### src/rtl/assert_macros.svh
// ---------------------------------------------------------------------------
// Assertion macros used by the deque execution unit (bdqs_back).
// Both macros expand to nothing when SYNTHESIS is defined.
// ---------------------------------------------------------------------------
`ifndef ASSERT_MACROS_SVH
`define ASSERT_MACROS_SVH

`ifndef SYNTHESIS
`define BDQS_ASSERT_IMPL(label, clk, rst, ante, cons) \
   label: assert property (@(posedge clk) disable iff (rst) (ante) |-> (cons)) \
      else $error("assertion failed");
`define BDQS_ASSERT_NEXT(label, clk, rst, ante, cons) \
   label: assert property (@(posedge clk) disable iff (rst) (ante) |=> (cons)) \
      else $error("assertion failed");
`else
`define BDQS_ASSERT_IMPL(label, clk, rst, ante, cons)
`define BDQS_ASSERT_NEXT(label, clk, rst, ante, cons)
`endif

`endif

### src/rtl/bdqs_pkg.sv
// ---------------------------------------------------------------------------
// bdqs_pkg
// Shared sizes, operation and status codes, and transfer types of the deque.
// ---------------------------------------------------------------------------
`timescale 1ns / 1ps
`default_nettype none

package bdqs_pkg;

   localparam int CAPACITY = 16;
   localparam int WORD_W   = 32;
   localparam int PTR_W    = $clog2(CAPACITY);
   localparam int CNT_W    = $clog2(CAPACITY + 1);
   localparam int SUM_W    = CNT_W + 1;

   localparam int KIND_W   = 3;
   localparam int STAT_W   = 2;
   localparam int POS_W    = 4;
   localparam int OCC_W    = 5;

   localparam int Q_DEPTH  = 2;
   localparam int Q_PTR_W  = $clog2(Q_DEPTH);
   localparam int Q_CNT_W  = $clog2(Q_DEPTH + 1);

   localparam logic [KIND_W-1:0] OP_PUSH_FRONT = 3'd0;
   localparam logic [KIND_W-1:0] OP_PUSH_BACK  = 3'd1;
   localparam logic [KIND_W-1:0] OP_POP_FRONT  = 3'd2;
   localparam logic [KIND_W-1:0] OP_POP_BACK   = 3'd3;
   localparam logic [KIND_W-1:0] OP_SEARCH     = 3'd4;
   localparam logic [KIND_W-1:0] OP_NOP        = 3'd5;

   localparam logic [STAT_W-1:0] STAT_OK    = 2'd0;
   localparam logic [STAT_W-1:0] STAT_EMPTY = 2'd1;
   localparam logic [STAT_W-1:0] STAT_FULL  = 2'd2;
   localparam logic [STAT_W-1:0] STAT_MISS  = 2'd3;

   typedef struct packed {
      logic [KIND_W-1:0] op;
      logic [WORD_W-1:0] value;
   } bdqs_op_type;

   typedef struct packed {
      logic [STAT_W-1:0] status;
      logic [POS_W-1:0]  position;
      logic [OCC_W-1:0]  occupancy;
   } bdqs_rsp_type;

endpackage

`default_nettype wire

### src/rtl/bdqs_ram.sv
// ---------------------------------------------------------------------------
// bdqs_ram
// Generic single-write, single-read RAM with a registered read port.
// ---------------------------------------------------------------------------
`timescale 1ns / 1ps
`default_nettype none

module bdqs_ram #(
   parameter int WIDTH = 32,
   parameter int DEPTH = 16
) (
   input  wire logic                     clock,
   input  wire logic                     wr_en,
   input  wire logic [$clog2(DEPTH)-1:0] wr_addr,
   input  wire logic [WIDTH-1:0]         wr_data,
   input  wire logic                     rd_en,
   input  wire logic [$clog2(DEPTH)-1:0] rd_addr,
   output logic      [WIDTH-1:0]         rd_data
);

   logic [WIDTH-1:0] mem_ff [DEPTH];

   always_ff @(posedge clock) begin
      if (wr_en) begin
         mem_ff[wr_addr] <= wr_data;
      end
      if (rd_en) begin
         rd_data <= mem_ff[rd_addr];
      end
   end

endmodule

`default_nettype wire

### src/rtl/bdqs_front.sv
// ---------------------------------------------------------------------------
// bdqs_front
// Accepts requests, maps the kind code to an operation and holds them in a
// short queue until the execution side takes them.
// ---------------------------------------------------------------------------
`timescale 1ns / 1ps
`default_nettype none

module bdqs_front (
   input  wire logic                        clock,
   input  wire logic                        reset,
   input  wire logic                        req_push,
   output logic                             req_full,
   input  wire logic [bdqs_pkg::KIND_W-1:0] req_kind,
   input  wire logic [bdqs_pkg::WORD_W-1:0] req_value,
   output logic                             op_valid,
   output bdqs_pkg::bdqs_op_type            op_data,
   input  wire logic                        op_take
);
   import bdqs_pkg::*;

   bdqs_op_type          ent_ff [Q_DEPTH];
   logic [Q_PTR_W-1:0]   wr_ptr_ff, wr_ptr_in;
   logic [Q_PTR_W-1:0]   rd_ptr_ff, rd_ptr_in;
   logic [Q_CNT_W-1:0]   cnt_ff, cnt_in;
   logic                 accept;
   logic                 deq;
   bdqs_op_type          classified;

   always_comb begin
      classified.value = req_value;
      unique case (req_kind)
         OP_PUSH_FRONT, OP_PUSH_BACK, OP_POP_FRONT, OP_POP_BACK, OP_SEARCH: begin
            classified.op = req_kind;
         end
         default: begin
            classified.op = OP_NOP;
         end
      endcase
   end

   assign req_full = (cnt_ff == Q_CNT_W'(Q_DEPTH));
   assign accept   = req_push && !req_full;
   assign op_valid = (cnt_ff != '0);
   assign op_data  = ent_ff[rd_ptr_ff];
   assign deq      = op_valid && op_take;

   always_comb begin
      wr_ptr_in = wr_ptr_ff;
      rd_ptr_in = rd_ptr_ff;
      cnt_in    = cnt_ff;
      if (accept) begin
         wr_ptr_in = (wr_ptr_ff == Q_PTR_W'(Q_DEPTH - 1)) ? '0 : wr_ptr_ff + 1'b1;
      end
      if (deq) begin
         rd_ptr_in = (rd_ptr_ff == Q_PTR_W'(Q_DEPTH - 1)) ? '0 : rd_ptr_ff + 1'b1;
      end
      if (accept && !deq) begin
         cnt_in = cnt_ff + 1'b1;
      end else if (deq && !accept) begin
         cnt_in = cnt_ff - 1'b1;
      end
   end

   always_ff @(posedge clock) begin
      if (reset) begin
         wr_ptr_ff <= '0;
         rd_ptr_ff <= '0;
         cnt_ff    <= '0;
      end else begin
         wr_ptr_ff <= wr_ptr_in;
         rd_ptr_ff <= rd_ptr_in;
         cnt_ff    <= cnt_in;
      end
   end

   always_ff @(posedge clock) begin
      if (accept) begin
         ent_ff[wr_ptr_ff] <= classified;
      end
   end

endmodule

`default_nettype wire

### src/rtl/bdqs_back.sv
// ---------------------------------------------------------------------------
// bdqs_back
// Executes queued operations on the ring of slots. Pushes and pops finish when
// the result queue has room; a search reads one slot per cycle from the front.
// ---------------------------------------------------------------------------
`timescale 1ns / 1ps
`default_nettype none
`include "assert_macros.svh"

module bdqs_back (
   input  wire logic                   clock,
   input  wire logic                   reset,
   input  wire logic                   op_valid,
   input  wire bdqs_pkg::bdqs_op_type  op_data,
   output logic                        op_take,
   output logic                        rsp_push,
   output bdqs_pkg::bdqs_rsp_type      rsp_data,
   input  wire logic                   rsp_full
);
   import bdqs_pkg::*;

   localparam logic [0:0] S_IDLE = 1'b0;
   localparam logic [0:0] S_WALK = 1'b1;

   logic [0:0]        state_ff, state_in;
   logic [PTR_W-1:0]  front_ff, front_in;
   logic [CNT_W-1:0]  count_ff, count_in;
   logic [WORD_W-1:0] key_ff, key_in;
   logic [PTR_W-1:0]  rptr_ff, rptr_in;
   logic [CNT_W-1:0]  walk_ff, walk_in;
   logic              cmp_vld_ff, cmp_vld_in;
   logic [PTR_W-1:0]  cmp_idx_ff, cmp_idx_in;

   logic              wr_en;
   logic [PTR_W-1:0]  wr_addr;
   logic              rd_en;
   logic [WORD_W-1:0] rd_data;
   logic              is_full;
   logic              is_empty;
   logic [PTR_W-1:0]  front_dec;
   logic [PTR_W-1:0]  front_inc;
   logic [PTR_W-1:0]  tail_addr;
   logic [SUM_W-1:0]  tail_sum;

   function automatic logic [PTR_W-1:0] ring_inc(input logic [PTR_W-1:0] p);
      return (p == PTR_W'(CAPACITY - 1)) ? '0 : p + 1'b1;
   endfunction

   assign is_full   = (count_ff == CNT_W'(CAPACITY));
   assign is_empty  = (count_ff == '0);
   assign front_dec = (front_ff == '0) ? PTR_W'(CAPACITY - 1) : front_ff - 1'b1;
   assign front_inc = ring_inc(front_ff);
   assign tail_sum  = SUM_W'(front_ff) + SUM_W'(count_ff);
   assign tail_addr = (tail_sum >= SUM_W'(CAPACITY)) ?
                      PTR_W'(tail_sum - SUM_W'(CAPACITY)) : PTR_W'(tail_sum);

   always_comb begin
      state_in   = state_ff;
      front_in   = front_ff;
      count_in   = count_ff;
      key_in     = key_ff;
      rptr_in    = rptr_ff;
      walk_in    = walk_ff;
      cmp_vld_in = 1'b0;
      cmp_idx_in = cmp_idx_ff;
      wr_en      = 1'b0;
      wr_addr    = front_dec;
      rd_en      = 1'b0;
      op_take    = 1'b0;
      rsp_push   = 1'b0;
      rsp_data   = '0;
      unique case (state_ff)
         S_IDLE: begin
            op_take = op_valid && !rsp_full;
            if (op_take) begin
               rsp_push        = 1'b1;
               rsp_data.status = STAT_OK;
               unique case (op_data.op)
                  OP_PUSH_FRONT: begin
                     if (is_full) begin
                        rsp_data.status = STAT_FULL;
                     end else begin
                        wr_en    = 1'b1;
                        wr_addr  = front_dec;
                        front_in = front_dec;
                        count_in = count_ff + 1'b1;
                     end
                  end
                  OP_PUSH_BACK: begin
                     if (is_full) begin
                        rsp_data.status = STAT_FULL;
                     end else begin
                        wr_en    = 1'b1;
                        wr_addr  = tail_addr;
                        count_in = count_ff + 1'b1;
                     end
                  end
                  OP_POP_FRONT: begin
                     if (is_empty) begin
                        rsp_data.status = STAT_EMPTY;
                     end else begin
                        front_in = front_inc;
                        count_in = count_ff - 1'b1;
                     end
                  end
                  OP_POP_BACK: begin
                     if (is_empty) begin
                        rsp_data.status = STAT_EMPTY;
                     end else begin
                        count_in = count_ff - 1'b1;
                     end
                  end
                  OP_SEARCH: begin
                     if (is_empty) begin
                        rsp_data.status = STAT_MISS;
                     end else begin
                        rsp_push = 1'b0;
                        state_in = S_WALK;
                        key_in   = op_data.value;
                        rptr_in  = front_ff;
                        walk_in  = '0;
                     end
                  end
                  default: begin
                  end
               endcase
               rsp_data.occupancy = OCC_W'(count_in);
            end
         end
         S_WALK: begin
            if (walk_ff != count_ff) begin
               rd_en      = 1'b1;
               rptr_in    = ring_inc(rptr_ff);
               walk_in    = walk_ff + 1'b1;
               cmp_vld_in = 1'b1;
               cmp_idx_in = PTR_W'(walk_ff);
            end
            if (cmp_vld_ff) begin
               if (rd_data == key_ff) begin
                  rsp_push           = 1'b1;
                  rsp_data.status    = STAT_OK;
                  rsp_data.position  = POS_W'(cmp_idx_ff);
                  rsp_data.occupancy = OCC_W'(count_ff);
                  state_in           = S_IDLE;
                  cmp_vld_in         = 1'b0;
               end else if (CNT_W'(cmp_idx_ff) == count_ff - 1'b1) begin
                  rsp_push           = 1'b1;
                  rsp_data.status    = STAT_MISS;
                  rsp_data.occupancy = OCC_W'(count_ff);
                  state_in           = S_IDLE;
                  cmp_vld_in         = 1'b0;
               end
            end
         end
         default: begin
         end
      endcase
   end

   always_ff @(posedge clock) begin
      if (reset) begin
         state_ff   <= S_IDLE;
         front_ff   <= '0;
         count_ff   <= '0;
         cmp_vld_ff <= 1'b0;
      end else begin
         state_ff   <= state_in;
         front_ff   <= front_in;
         count_ff   <= count_in;
         cmp_vld_ff <= cmp_vld_in;
      end
   end

   always_ff @(posedge clock) begin
      key_ff     <= key_in;
      rptr_ff    <= rptr_in;
      walk_ff    <= walk_in;
      cmp_idx_ff <= cmp_idx_in;
   end

   bdqs_ram #(
      .WIDTH (WORD_W),
      .DEPTH (CAPACITY)
   ) u_slots (
      .clock   (clock),
      .wr_en   (wr_en),
      .wr_addr (wr_addr),
      .wr_data (op_data.value),
      .rd_en   (rd_en),
      .rd_addr (rptr_ff),
      .rd_data (rd_data)
   );

   `BDQS_ASSERT_IMPL(a_count_bound, clock, reset, 1'b1, count_ff <= CNT_W'(CAPACITY))
   `BDQS_ASSERT_IMPL(a_no_push_when_full, clock, reset, rsp_push, !rsp_full)
   `BDQS_ASSERT_IMPL(a_walk_not_empty, clock, reset, state_ff == S_WALK, count_ff != '0)
   `BDQS_ASSERT_NEXT(a_walk_holds_state, clock, reset, state_ff == S_WALK, $stable(count_ff) && $stable(front_ff))
   `BDQS_ASSERT_IMPL(a_cmp_only_in_walk, clock, reset, cmp_vld_ff, state_ff == S_WALK)

endmodule

`default_nettype wire

### src/rtl/bdqs_rsp_q.sv
// ---------------------------------------------------------------------------
// bdqs_rsp_q
// Short result queue that decouples execution from the result receiver.
// ---------------------------------------------------------------------------
`timescale 1ns / 1ps
`default_nettype none

module bdqs_rsp_q (
   input  wire logic                   clock,
   input  wire logic                   reset,
   input  wire logic                   push,
   input  wire bdqs_pkg::bdqs_rsp_type push_data,
   output logic                        full,
   output logic                        empty,
   input  wire logic                   pop,
   output bdqs_pkg::bdqs_rsp_type      head
);
   import bdqs_pkg::*;

   bdqs_rsp_type        ent_ff [Q_DEPTH];
   logic [Q_PTR_W-1:0]  wr_ptr_ff, wr_ptr_in;
   logic [Q_PTR_W-1:0]  rd_ptr_ff, rd_ptr_in;
   logic [Q_CNT_W-1:0]  cnt_ff, cnt_in;
   logic                enq;
   logic                deq;

   assign full  = (cnt_ff == Q_CNT_W'(Q_DEPTH));
   assign empty = (cnt_ff == '0);
   assign head  = ent_ff[rd_ptr_ff];
   assign enq   = push && !full;
   assign deq   = pop && !empty;

   always_comb begin
      wr_ptr_in = wr_ptr_ff;
      rd_ptr_in = rd_ptr_ff;
      cnt_in    = cnt_ff;
      if (enq) begin
         wr_ptr_in = (wr_ptr_ff == Q_PTR_W'(Q_DEPTH - 1)) ? '0 : wr_ptr_ff + 1'b1;
      end
      if (deq) begin
         rd_ptr_in = (rd_ptr_ff == Q_PTR_W'(Q_DEPTH - 1)) ? '0 : rd_ptr_ff + 1'b1;
      end
      if (enq && !deq) begin
         cnt_in = cnt_ff + 1'b1;
      end else if (deq && !enq) begin
         cnt_in = cnt_ff - 1'b1;
      end
   end

   always_ff @(posedge clock) begin
      if (reset) begin
         wr_ptr_ff <= '0;
         rd_ptr_ff <= '0;
         cnt_ff    <= '0;
      end else begin
         wr_ptr_ff <= wr_ptr_in;
         rd_ptr_ff <= rd_ptr_in;
         cnt_ff    <= cnt_in;
      end
   end

   always_ff @(posedge clock) begin
      if (enq) begin
         ent_ff[wr_ptr_ff] <= push_data;
      end
   end

endmodule

`default_nettype wire

### src/rtl/bounded_deque_with_search_unit.sv
// ---------------------------------------------------------------------------
// bounded_deque_with_search_unit
// Bounded double-ended queue of 32-bit words with a search operation.
//
// Requests enter through a queue-style port: a transfer happens at a rising
// edge with req_push high and req_full low. req_kind selects push front, push
// back, pop front, pop back or search; req_value is the word or search key.
// Each request yields exactly one result, read like a queue: while rsp_empty
// is low the oldest result is on rsp_status, rsp_position and rsp_occupancy,
// and a transfer happens at an edge with rsp_pop high.
// Pushes and pops are done in the execution unit's idle state, so they sustain
// one request per cycle while the result side drains and no search runs.
// A search reads one slot per cycle from the single RAM read port, from the
// front onward, and ends at the first match or after the last stored word.
// Two-entry queues sit on both sides of the execution unit. When the result
// side is not drained, execution halts and the request queue fills, raising
// req_full. Reset empties the store and both queues; slot contents are not
// cleared, and only occupied slots are ever read.
// ---------------------------------------------------------------------------
`timescale 1ns / 1ps
`default_nettype none

module bounded_deque_with_search_unit (
   input  wire logic                        clock,
   input  wire logic                        reset,
   input  wire logic                        req_push,
   output logic                             req_full,
   input  wire logic [bdqs_pkg::KIND_W-1:0] req_kind,
   input  wire logic signed [bdqs_pkg::WORD_W-1:0] req_value,
   output logic                             rsp_empty,
   input  wire logic                        rsp_pop,
   output logic [bdqs_pkg::STAT_W-1:0]      rsp_status,
   output logic [bdqs_pkg::POS_W-1:0]       rsp_position,
   output logic [bdqs_pkg::OCC_W-1:0]       rsp_occupancy
);
   import bdqs_pkg::*;

   logic         op_valid;
   bdqs_op_type  op_data;
   logic         op_take;
   logic         back_push;
   bdqs_rsp_type back_data;
   logic         back_full;
   bdqs_rsp_type head;

   bdqs_front u_front (
      .clock     (clock),
      .reset     (reset),
      .req_push  (req_push),
      .req_full  (req_full),
      .req_kind  (req_kind),
      .req_value (WORD_W'(req_value)),
      .op_valid  (op_valid),
      .op_data   (op_data),
      .op_take   (op_take)
   );

   bdqs_back u_back (
      .clock    (clock),
      .reset    (reset),
      .op_valid (op_valid),
      .op_data  (op_data),
      .op_take  (op_take),
      .rsp_push (back_push),
      .rsp_data (back_data),
      .rsp_full (back_full)
   );

   bdqs_rsp_q u_rsp_q (
      .clock     (clock),
      .reset     (reset),
      .push      (back_push),
      .push_data (back_data),
      .full      (back_full),
      .empty     (rsp_empty),
      .pop       (rsp_pop),
      .head      (head)
   );

   assign rsp_status    = head.status;
   assign rsp_position  = head.position;
   assign rsp_occupancy = head.occupancy;

endmodule

`default_nettype wire

### config.mk
export PLATFORM = sky130hd
export DESIGN_NAME = bounded_deque_with_search_unit
export DESIGN_NICKNAME = d
export VERILOG_FILES = /design/src/rtl/bdqs_pkg.sv /design/src/rtl/bdqs_ram.sv /design/src/rtl/bdqs_front.sv /design/src/rtl/bdqs_back.sv /design/src/rtl/bdqs_rsp_q.sv /design/src/rtl/bounded_deque_with_search_unit.sv
export VERILOG_INCLUDE_DIRS = /design/src /design/src/rtl
export SDC_FILE = /design/constraint.sdc
export NUM_CORES = 1
export LEC_CHECK = 0
export ABC_AREA = 1
export BUFFER_PORTS_ARGS = -buffer_cell sky130_fd_sc_hd__buf_2
export CAP_MARGIN = 20
export CORE_MARGIN = 2
export CORE_UTILIZATION = 47
export DETAILED_ROUTE_END_ITERATION = 10
export PLACE_DENSITY = 0.74
export SYNTH_ARGS = -nofsm -noshare
export SYNTH_HDL_FRONTEND = slang
export SYNTH_SLANG_ARGS = --single-unit
export TNS_END_PERCENT = 50
### constraint.sdc
create_clock -name clock -period 7.85 [get_ports clock]
set_input_delay 0.3925 -clock clock [delete_from_list [all_inputs] [get_ports clock]]
set_output_delay 0.3925 -clock clock [all_outputs]
set_load 0.005 [all_outputs]
==> results.tsv <==
metric	value	unit
p_per_area	304	nW/µm²
post_cts_buffers	0	
pwr-share-comb	16.4	%
cts_tree	done	
grt_busiest_layer	met2	
setup_viol	0	
cts_buffers	66	
initial_core_util	47.3	%
ir_drop	0.297	mV
seqPwrFrac	51.1	%
synth-async-reset-ratio	0	%
syn_avg_cell_area	13.4	µm²
fp-row-count	89	
cts_resized	0	
drt-initial-drc-count	1984	
power_leakage	0.0104	µW
io_buffers	51	
ant_nets	0	
max_freq	274	MHz
synth_nets	2130	
die_y	247	µm
ys_types	41	
cp_max_fo	34	
min_period_over_period	46.5	%
synth_flop_cell	edfxtp_1	
drc	0	
setup.worst_path.end_class	register	
place_ws	4120	ps
area_delta_synth_final	13.3	%
dp_hpwl	35200	µm
cts.clk_slew.worst_paths	60	ps
start_kind	register	
run_status	complete, no violations	
cts_hold_buf	31	
grt_pass1_vias	16800	
yosys_warnings	0	
num_vias	17100	
synth_edf_count	681	
wirelength	61600	µm
grtUsageMet2	32.6	%
setup_ws	4200	ps
clkSinkCount	702	
core-area	58700	µm²
slew_viol_final	0	
grt_overflow	0	
die-area	61100	µm²
nets	2187	
internal_power	6920	µW
p_clk_share	32.5	%
synth_area	27800	µm²
layout-drive-gt1-share	10.9	%
globalplace.congestion	0.840	
worst_pin_slew	1100	ps
grt_setup_unrepaired	false	
boundaryPins	52	
cts_max_level	3	
worst_ep_arrival_time	3860	ps
relSlewSlack	26.7	%
maxCapViolCount	0	
grt_use_met1	28.3	%
finClkSkew	18.9	ps
die_w	247	µm
clk_latency	600	ps
grt_max_degree	208	
final_util	53.7	%
layout_commonest_cell	edfxtp_1	
use_met3	3.23	%
clock-root-buffer	clkbuf_16	
grt_usage	20.3	%
finalSetupTns	0	ps
power.switching	2650	µW
hp-class	in2reg	
antenna_found_initial	4	
ctsLongestPathBuffers	3	
wire_per_inst	20.8	µm
ys_ff_latch	702	
crit_required	8060	ps
period_needed	3650	ps
ys_seq_area_share	75.1	%
swShare	27.7	%
layout_common_cells	681 x edfxtp_1, 289 x nor2_1, 287 x o21ai_0	
drt_pass1_iterations	5	
hold_viol	0	
via_per_inst	5.78	
syn_inst	2078	
grt_pass1_wl	94300	µm
critPathKind	reg2reg	
worst max-delay path, stage by stage (launching register included):
cell and delay (ps):
dfxtp_1 420, buf_4 370, inv_4 230, nand2_2 140, nand2_4 80, nor2_4 150
nand2_4 90, nor2_8 150, nand2_4 130, o21ai_4 210, nand3_2 270, nor2_4 920
sequential cells by signal, summed over array words and instances, names as in the netlist, 2 cells and up, named ones only:
register                flops
u_back.cmp_idx_ff           4
u_back.count_ff             5
u_back.front_ff             4
u_back.key_ff              32
u_back.rptr_ff              4
u_back.u_slots.mem_ff     512
u_back.u_slots.rd_data     32
u_back.walk_ff              5
u_front.cnt_ff              2
u_front.ent_ff             70
u_rsp_q.cnt_ff              2
u_rsp_q.ent_ff             22
final timing paths:
kind | from | to | slack [ps] | cells past startpoint
worst min register to register | u_rsp_q.rd_ptr_ff$_SDFFE_PP0P_ | register | 470 | 2
worst min-delay path | req_value[24] | u_front.ent_ff[1][24]$_DFFE_PP_ | 10 | 1
worst max-delay path | register | u_back.u_slots.mem_ff[6][15]$_DFFE_PP_ | 4200 | 11
worst max register to register | register | u_back.u_slots.mem_ff[6][15]$_DFFE_PP_ | 4200 | 11
Yosys cell counts, types with 2 or more instances:
| library cell | count | area, µm² |
|---|---|---|
| a21oi_1 | 30 | 150 |
| buf_1 | 6 | 22.5 |
| buf_2 | 6 | 30.0 |
| clkbuf_1 | 105 | 394 |
| dfxtp_1 | 21 | 420 |
| edfxtp_1 | 681 | 20400 |
| ha_1 | 12 | 150 |
| inv_1 | 67 | 251 |
| inv_2 | 7 | 26.3 |
| mux2_2 | 11 | 124 |
| nand2_1 | 239 | 897 |
| nand2_2 | 3 | 18.8 |
| nand2_4 | 3 | 33.8 |
| nand3_1 | 48 | 240 |
| nand3_2 | 4 | 40.0 |
| nand4_1 | 3 | 18.8 |
| nor2_1 | 308 | 1160 |
| nor3_1 | 7 | 35.0 |
| o211ai_1 | 35 | 263 |
| o21ai_0 | 287 | 1440 |
| o21ai_1 | 4 | 20.0 |
| o21ai_2 | 4 | 35.0 |
| o21ai_4 | 2 | 32.5 |
| o221ai_1 | 90 | 788 |
| o22ai_1 | 41 | 257 |
| xnor2_1 | 30 | 263 |
| xor2_1 | 10 | 87.6 |
power groups by stage:
| stage | Clock, µW | Combinational (µW) | Sequential [µW] |
|---|---|---|---|
| after floorplan | 0 | 943 | 4920 |
| after global placement | 0 | 1440 | 4950 |
| after detailed placement | 0 | 1510 | 4960 |
| after CTS | 3140 | 1530 | 4880 |
| after global routing | 3290 | 1710 | 4900 |
| final | 3110 | 1570 | 4880 |
routing by layer:
layer / wire, µm / share of wire (%) / up-vias
li1: - / - / 7769
met1: 25500 / 41 / 8393
met2: 29100 / 47 / 820
met3: 5510 / 8.9 / 112
met4: 1470 / 2.4 / 2
met5: 11 / 0.018 / -
metrics by stage:
step / instance area (µm²) / total power (µW) / instances / hold slack [ps]
after global placement: 28800 / 6400 / 2798 / 453
after floorplan: 27800 / 5860 / 2078 / 448
after CTS: 31300 / 9560 / 2950 / 2.52
final: 31500 / 9570 / 2958 / 12.3
after detailed placement: 28900 / 6470 / 2802 / 464
after global routing: 31500 / 9910 / 2957 / 4.78
logic make-up after synthesis:
kind of cell             after synthesis  share of synthesized area, %
flip-flops                           702                          75.1
AND/OR/NAND/NOR                      619                          8.94
AO/OA/AOI/OAI                        498                          10.9
buffers and inverters                195                          2.71
XOR/XNOR                              40                          1.26
adder cells (fa/ha/maj)               13                         0.613
multiplexers                          11                         0.446
cell type report:
class | count | area [µm²]
clock inverters | 40 | 383
well taps | 773 | 967
multi-input cells | 1181 | 6300
flip-flops and latches | 702 | 20900
fillers | 4570 | 27200
diodes | 1 | 2.50
inverters | 76 | 293
clock buffers | 77 | 1720
repair buffers | 108 | 948
No activity file was read; power rests on OpenSTA's default activity.
